[src/rtl/greedy_interval_stall_allocator_macros.svh]
// assertion macros for the greedy interval stall allocator
// used by the top level only, needs a signal named clock and one named reset in scope
`ifndef GREEDY_INTERVAL_STALL_ALLOCATOR_MACROS_SVH
`define GREEDY_INTERVAL_STALL_ALLOCATOR_MACROS_SVH

// same-cycle implication
`define GISA_ASSERT_NOW(label, ante, cons, msg) \
   label: assert property (@(posedge clock) disable iff (reset) (ante) |-> (cons)) \
      else $error(msg);

// next-cycle implication
`define GISA_ASSERT_NEXT(label, ante, cons, msg) \
   label: assert property (@(posedge clock) disable iff (reset) (ante) |=> (cons)) \
      else $error(msg);

`endif

[src/rtl/gisa_pkg.sv]
// shared types, constants and helpers of the greedy interval stall allocator
// no dependencies
package gisa_pkg;

   localparam int MAX_STALLS = 64;
   localparam int TIME_BITS  = 20;
   localparam int ID_BITS    = 7;

   localparam logic [ID_BITS-1:0] ONE_ID = ID_BITS'(1);
   localparam logic [ID_BITS-1:0] MAX_ID = ID_BITS'(MAX_STALLS);

   typedef struct packed {
      logic                 restart;
      logic [TIME_BITS-1:0] start_time;
      logic [TIME_BITS-1:0] end_time;
   } req_type;

   typedef struct packed {
      logic [ID_BITS-1:0] stall_id;
      logic [ID_BITS-1:0] stalls_in_use;
      logic               overflow;
   } rsp_type;

   // one stall entry of the sorted row
   typedef struct packed {
      logic                 valid;
      logic [TIME_BITS-1:0] busy_until;
      logic [ID_BITS-1:0]   id;
   } cell_type;

   typedef enum logic [1:0] {
      OP_HOLD,
      OP_CLEAR,
      OP_REPLACE,
      OP_INSERT
   } op_type;

   // command broadcast to every cell
   typedef struct packed {
      op_type               op;
      logic [TIME_BITS-1:0] busy_until;
      logic [ID_BITS-1:0]   id;
   } cmd_type;

   // ordering by busy time, then stall id; empty entries sort last
   function automatic logic key_less(input cell_type c, input cmd_type k);
      return c.valid && ({c.busy_until, c.id} < {k.busy_until, k.id});
   endfunction

endpackage

[src/rtl/gisa_cell.sv]
// one cell of the sorted stall row: holds one stall entry, shifts with its neighbors
// depends on gisa_pkg
module gisa_cell
   import gisa_pkg::*;
(
   input  logic     clock,
   input  logic     reset,
   input  logic     is_head,
   input  cmd_type  cmd,
   input  cell_type left_cell,
   input  logic     left_lt,
   input  cell_type right_cell,
   input  logic     right_lt,
   output cell_type cell_q,
   output logic     lt
);

   cell_type cell_ff;
   cell_type cell_in;
   cell_type new_cell;
   cell_type init_cell;

   assign lt       = key_less(cell_ff, cmd);
   assign new_cell = '{valid: 1'b1, busy_until: cmd.busy_until, id: cmd.id};
   assign init_cell = is_head ? cell_type'{valid: 1'b1, busy_until: '0, id: ONE_ID}
                              : cell_type'('0);
   assign cell_q   = cell_ff;

   always_comb begin
      cell_in = cell_ff;
      case (cmd.op)
         OP_CLEAR: begin
            cell_in = init_cell;
         end
         // head leaves, smaller keys move toward the head, new key drops in
         OP_REPLACE: begin
            if (right_lt) begin
               cell_in = right_cell;
            end else if (is_head || lt) begin
               cell_in = new_cell;
            end
         end
         // smaller keys stay, larger keys move away from the head
         OP_INSERT: begin
            if (!lt) begin
               if (is_head || left_lt) begin
                  cell_in = new_cell;
               end else begin
                  cell_in = left_cell;
               end
            end
         end
         default: begin
            cell_in = cell_ff;
         end
      endcase
   end

   always_ff @(posedge clock) begin
      if (reset) begin
         cell_ff <= init_cell;
      end else begin
         cell_ff <= cell_in;
      end
   end

endmodule

[config.mk]
export PLATFORM = sky130hd
export DESIGN_NAME = gisa_cell
export DESIGN_NICKNAME = d
export VERILOG_FILES = /design/src/rtl/greedy_interval_stall_allocator_macros.svh /design/src/rtl/gisa_pkg.sv /design/src/rtl/gisa_cell.sv
export SDC_FILE = /design/constraint.sdc
export NUM_CORES = 1
export LEC_CHECK = 0
export BUFFER_PORTS_ARGS = -buffer_cell sky130_fd_sc_hd__buf_2
export CORE_MARGIN = 2
export CORE_UTILIZATION = 30
export CTS_CLUSTER_DIAMETER = 100
export DETAILED_ROUTE_END_ITERATION = 12
export HOLD_SLACK_MARGIN = 0.1
export SLEW_MARGIN = 10
export SYNTH_ARGS = -nofsm -noshare
export SYNTH_HDL_FRONTEND = slang
export SYNTH_SLANG_ARGS = --single-unit
[constraint.sdc]
create_clock -name clock -period 4.29 [get_ports clock]
set_input_delay 1.287 -clock clock [delete_from_list [all_inputs] [get_ports clock]]
set_output_delay 1.287 -clock clock [all_outputs]
set_load 0.02 [all_outputs]
## Word-level counts from Yosys, hierarchy flattened

Index checks and enable logic that the tools add are counted.

- Input bits: 90
- Word-level logic and storage cells: 21
- Bits in registers: 28
- Output and inout bits: 29

- Eq/ne operators: 5
- Multiplexer cells: 7
- Order comparisons: 1
- Reduce and logical (&&, ||, !) cells: 5

Operators by type and width:

| cell | count |
|---|---|
| $mux 28 | 6 |
| $pmux 28 s3 | 1 |
| $lt 27x27->1 | 1 |
| $eq 2x2->1 const B | 2 |
| $ne 4x4->1 const B | 1 |
| $reduce_bool 4->1 | 1 |
| $ne 3x3->1 const B | 1 |
| $reduce_and 3->1 | 1 |
| $eq 2x1->1 const B | 1 |
| $logic_or 1x1->1 | 2 |
| $logic_and 1x1->1 | 1 |

## Longest topological paths before layout

Gate-level depths: netlist of the first run.

- Word-level depth: 7
- Gate-level depth with buffers: 8
- Depth with buffers taken out: 8

## Worst setup path after synthesis of the first run

Ideal clock, no wire load.

- Path kind: input to output
- Start point: input cmd[24] (netlist bit)
- End point: output lt
- Data required time: 3.003 ns
- Stages on the path: 7
- Data arrival time: 2.742 ns
- Slack: 0.261 ns
- Buffers on the path: 0
- Cell sequence: inv_1 ha_1 a21o_1 a21o_1 a22oi_1 nand4b_1 nor3_1

- Longest elaborated chain between the ends: 2

RTL lines:

| item | RTL line | source |
|---|---|---|
| from (decl) | gisa_cell.sv:9 | `input cmd_type cmd,` |
| $lt 27x27->1 | gisa_pkg.sv:47 | `return c.valid && ({c.busy_until, c.id} < {k.busy_until, k.id});` |
| $logic_and 1x1->1 | gisa_pkg.sv:47 |  |
| to (decl) | gisa_cell.sv:15 | `output logic lt` |

No other way between the ends.

## Final worst setup path of the first run

- Start point: input cmd[12] (netlist bit)
- End point: output lt

The elaborated chain is that of the path after synthesis.

==> flow_summary.json, run 1 <==
{
  "yosysTopAreaCell": "edfxtp_1",
  "grt_max_degree": 28,
  "cap_violations": 0,
  "area_growth_pct": 31.6,
  "synth_edf_count": 28,
  "hold_buffers": 0,
  "required_ps": 3000,
  "dieWidth_um": 95.8,
  "finalMaxSlewViolations": 0,
  "ys_ff_latch": 28,
  "port_buffers": 118,
  "post_cts_buffers": 0,
  "num_antenna_cells": 0,
  "slew_headroom_pct": 51.5,
  "layout_common_cells": "buf_2, mux2i_1, nor2_1",
  "skew_ps": 6.25,
  "vias": 2388,
  "grt_pass1_wl_mm": 11.1,
  "fmax_mhz": 242,
  "cts-root-buf": "clkbuf_8",
  "antenna_left": 0,
  "io_pins": 119,
  "grt_use_total_pct": 15.6,
  "antenna_found_initial": 0,
  "dpl.hpwl_mm": 5.65,
  "largest_reg_flops": 28,
  "finalHoldViolCount": 0,
  "synth.top_cell.area_share_pct": 33.3,
  "mostFrequentLayoutCell": "buf_2",
  "ctsResizeCount": 0,
  "gr-total-overflow": 0,
  "gp_congestion": 0.788,
  "fin_crit_ps": 4130,
  "syn_nets": 377,
  "totalWireLength_mm": 7.21,
  "ff_latch_area_um2": 841,
  "worstPathArrival_ps": 2840,
  "wl_per_cell_um": 14.9,
  "final.fill_count": 853,
  "start_util_pct": 30.9,
  "power_density_nw_per_um2": 262,
  "htree_levels": 1,
  "p_leak_nw": 1.70,
  "synthArstFlopShare_pct": 0,
  "die_area_um2": 9170,
  "synth_ff_type": "edfxtp_1",
  "drtIter0Drc": 71,
  "dieHeight_um": 95.8,
  "synth_area_leaders": "edfxtp_1, mux2i_1, ha_1",
  "status": "complete, no violations",
  "end_kind": "output port",
  "firstDrtPassIters": 4,
  "synth_area_um2": 2530,
  "yosys_warnings": 0,
  "clockBufferDepth": 2,
  "grt_pass1_vias": 2387,
  "ys_seq_area_share_pct": 33.3,
  "irDropWorstVdd_uv": 113,
  "nets": 496,
  "tns_ps": 0,
  "worst_slew_pin_slew_ps": 725,
  "clk-insertion-delay-late_ps": 280,
  "setup_viol": 0,
  "vias_per_cell": 4.93,
  "clock_sinks": 28,
  "multiInputGateArea_um2": 1550,
  "postSynthAreaPerCell_um2": 9.68,
  "coreArea_um2": 8180,
  "hp-class": "reg2reg",
  "rsz0062_at_grt": "false",
  "path_clk_slew_ps": 100,
  "synthCells": 261,
  "power_mw": 0.871,
  "start_kind": "input pin",
  "critical_path_class": "in2out",
  "drive_above_1_share_pct": 35.6,
  "critPathMaxFanout": 3,
  "cts_tree": "done",
  "fin_crit_sh_pct": 96.2,
  "fp-row-count": 33,
  "drc": 0,
  "cts_made_buffers": 3,
  "synthDistinctLibCells": 30
}
-- where the power goes --
part / internal (mW) / leakage [nW] / switching (mW)
clock network: 0.0644 / 0.0231 / 0.0877
logic: 0.149 / 1.37 / 0.201
registers: 0.347 / 0.310 / 0.0209
-- path summary, 6_finish.rpt --
path              start         end  slack [ps]  depth (start not counted)
max             cmd[12]          lt         160                          9
min          cell_q[27]   cell_q[4]        1100                          4
max reg2reg   cell_q[9]  cell_q[17]        1520                          9
min reg2reg  cell_q[27]   cell_q[4]        1100                          4
-- stage by stage --
step | cell area [um^2] | hold WS (ps) | setup slack, ps | utilization (%) | std cells
2_1_floorplan | 2530 | 1470 | 261 | - | 261
3_3_place_gp | 3270 | 1060 | 142 | 40.0 | 480
3_5_place_dp | 3270 | 1080 | 134 | 40.0 | 480
4_1_cts | 3310 | 1110 | 102 | 40.5 | 484
5_1_grt | 3330 | 1170 | 27.5 | 40.7 | 484
6_report | 3330 | 1100 | 162 | 40.7 | 484
-- final cells by class --
class | count | area share [%]
Clock inverter | 1 | 0.113
Multi-Input combinational cell | 194 | 46.6
Tap cell | 105 | 3.95
Timing Repair Buffer | 127 | 19.9
Inverter | 26 | 2.93
Sequential cell | 28 | 25.3
Clock buffer | 3 | 1.24
-- cell families after synthesis --
group	synth area share (%)
muxes	21.4
DFF	33.3
buffers and inverters	6.19
AOI/OAI and AO/OA	15.1
and+or+nand+nor	11.1
adders and majority gates	12.9
-- critical path, stage by stage --
cell and delay, ps:
buf_2 110, inv_1 50, ha_1 310, a21oi_1 140, o21ai_0 160, a22oi_1 190
nand4b_1 180, nor3_1 240, buf_4 180
-- per-layer routing --
metal	up-vias	wire (um)	global-route usage (%)	share of wire, %
li1	1198	-	-	-
met1	1105	3270	19.7	45
met2	77	3350	28.0	46
met3	8	509	2.90	7.1
met4	0	76	2.74	1.1
met5	-	0	0	0
-- synthesized netlist by cell type (all sizes together) (5+ instances only) --
master / instances
a21oi: 10
buf: 5
clkbuf: 8
edfxtp: 28
ha: 26
inv: 26
mux2i: 53
nand2: 8
nand4: 5
nor2: 34
o21ai: 7
o22a: 27
Note: power is estimated with default switching activity, not from simulation.
==> run 2, diff against run 1 <==
--- a/config.mk
+++ b/config.mk
@@ -6,11 +6,13 @@
 export NUM_CORES = 1
 export LEC_CHECK = 0
 export BUFFER_PORTS_ARGS = -buffer_cell sky130_fd_sc_hd__buf_2
+export CAP_MARGIN = 20
 export CORE_MARGIN = 2
-export CORE_UTILIZATION = 30
+export CORE_UTILIZATION = 47
 export CTS_CLUSTER_DIAMETER = 100
 export DETAILED_ROUTE_END_ITERATION = 12
 export HOLD_SLACK_MARGIN = 0.1
+export PLACE_DENSITY = 0.81
 export SLEW_MARGIN = 10
 export SYNTH_ARGS = -nofsm -noshare
 export SYNTH_HDL_FRONTEND = slang
==> run 2 against run 1 <==
Power down 1.1%. Critical path depth unchanged. Wire length down 7.3%. Worst hold slack worse by 55 ps. Die area down 35%. Via count about the same. Cell count down 7.9%. Setup slack worse by 20 ps. Maximum frequency down 0.48%. Clock-buffer cell count unchanged.
==> flow_summary.json, run 2 (synthesis results as in run 1) <==
{
  "gr-total-overflow": 0,
  "power_frac_comb_pct": 39.8,
  "cts_tree": "done",
  "cap_violations": 0,
  "hold_depth": 4,
  "required_ps": 3000,
  "cts-root-buf": "clkbuf_8",
  "start_kind": "input pin",
  "clock_sinks": 28,
  "path_clk_slew_ps": 100,
  "multiInputGateArea_um2": 1540,
  "fin_crit_ps": 4150,
  "hold_slack_ps": 1040,
  "clockBufferDepth": 2,
  "fin_crit_sh_pct": 96.7,
  "p_int_mw": 0.557,
  "gp_congestion": 0.825,
  "port_buffers": 118,
  "reg2reg_from": "cell_q[9]",
  "skew_ps": 5.95,
  "timing.rr.end": "cell_q[7]",
  "drtIter0Drc": 74,
  "clk-insertion-delay-late_ps": 280,
  "power_mw": 0.861,
  "htree_levels": 1,
  "wl_per_cell_um": 15.0,
  "hp-class": "reg2reg",
  "io_pins": 119,
  "end_kind": "output port",
  "irDropWorstVdd_uv": 148,
  "ctsResizeCount": 0,
  "vias_per_cell": 5.35,
  "critPathMaxFanout": 3,
  "setup_viol": 0,
  "final.fill_count": 467,
  "critical_path_class": "in2out",
  "totalWireLength_mm": 6.68,
  "dieHeight_um": 77.3,
  "dpl.hpwl_mm": 5.27,
  "worstPathArrival_ps": 2860,
  "fp-row-count": 26,
  "r2r.worst_path.cells": 8,
  "num_antenna_cells": 0,
  "endpoint": "lt",
  "drive_above_1_share_pct": 34.6,
  "layout_common_cells": "buf_2, mux2i_1, nor2_1",
  "tns_ps": 0,
  "drc": 0,
  "largest_reg_flops": 28,
  "area_growth_pct": 28.5,
  "finalHoldViolCount": 0,
  "coreArea_um2": 5140,
  "finalMaxSlewViolations": 0,
  "rsz0062_at_grt": "false",
  "worstSetupStartpoint": "cmd[9]",
  "die_area_um2": 5980,
  "start_util_pct": 49.1,
  "grt_max_degree": 28,
  "status": "complete, no violations",
  "p_leak_nw": 1.69,
  "grt_use_total_pct": 21.9,
  "r2r_setup_slack_ps": 1570,
  "worst_slew_pin_slew_ps": 721,
  "hold_buffers": 0,
  "ff_latch_area_um2": 841,
  "vias": 2387,
  "power_density_nw_per_um2": 265,
  "cts_made_buffers": 3,
  "dieWidth_um": 77.3,
  "mostFrequentLayoutCell": "buf_2",
  "clkPwrFrac_pct": 17.4,
  "nets": 493,
  "antenna_found_initial": 0,
  "post_cts_buffers": 0,
  "firstDrtPassIters": 4,
  "grt_pass1_wl_mm": 10.6,
  "pwr-share-seq_pct": 42.7,
  "antenna_left": 0,
  "grt_pass1_vias": 2297,
  "switching_power_mw": 0.305,
  "fmax_mhz": 241,
  "sw_frac_of_total_pct": 35.4,
  "slew_headroom_pct": 51.9
}
## run 2: cell count changes in the layout (fill, tap and decap cells not counted)
cell      change
a211oi_2      -1
nand3_1       +1
a211oi_1      +1
buf_2         +1
buf_4         -4
nand3_2       -1
## run 2: area by class of cell
type | instances | area share [%]
Clock buffer | 3 | 1.27
Timing Repair Buffer | 124 | 19.6
Tap cell | 70 | 2.70
Sequential cell | 28 | 25.9
Inverter | 26 | 3.01
Multi-Input combinational cell | 194 | 47.4
Clock inverter | 1 | 0.116
## run 2: layer usage
layer  track usage (%)  up-vias  wire [um]
met4              5.71        0         80
met1              28.1     1096       2960
met2              38.0       91       3230
met3              3.53        9        413
met5                 0        -          0
li1                  -     1191          -
## run 2: how the worst min path moves through the flow
stage,start,to,slack (ps)
6_report,cell_q[27],cell_q[17],1040
5_1_grt,cell_q[27],cell_q[19],1140
4_1_cts,cell_q[27],cell_q[20],1040
3_5_place_dp,cell_q[27],cell_q[19],1010
3_3_place_gp,cell_q[27],cell_q[19],1000
2_1_floorplan,reset,cell_q[15],1470
## run 2: power by group through the flow
stage	sequential [mW]	clock, mW	combinational, mW
2_1_floorplan	0.421	0	0.162
4_1_cts	0.368	0.154	0.345
3_5_place_dp	0.375	0	0.343
6_report	0.368	0.150	0.343
5_1_grt	0.373	0.165	0.376
3_3_place_gp	0.372	0	0.336
## run 2: through the flow
step	worst slack (ps)	cells	utilization (%)	cell area (um^2)
4_1_cts	165	446	63.0	3240
5_1_grt	19.1	446	63.2	3250
6_report	142	446	63.2	3250
2_1_floorplan	261	261	-	2530
3_3_place_gp	202	442	62.2	3200
3_5_place_dp	177	442	62.2	3200
## run 2: worst max-delay path, cell delays in order
cell	delay, ps
buf_2	100
inv_1	40
ha_1	320
a21oi_1	160
a21boi_0	120
o31ai_1	260
o21ai_0	170
nor3_1	190
buf_2	200
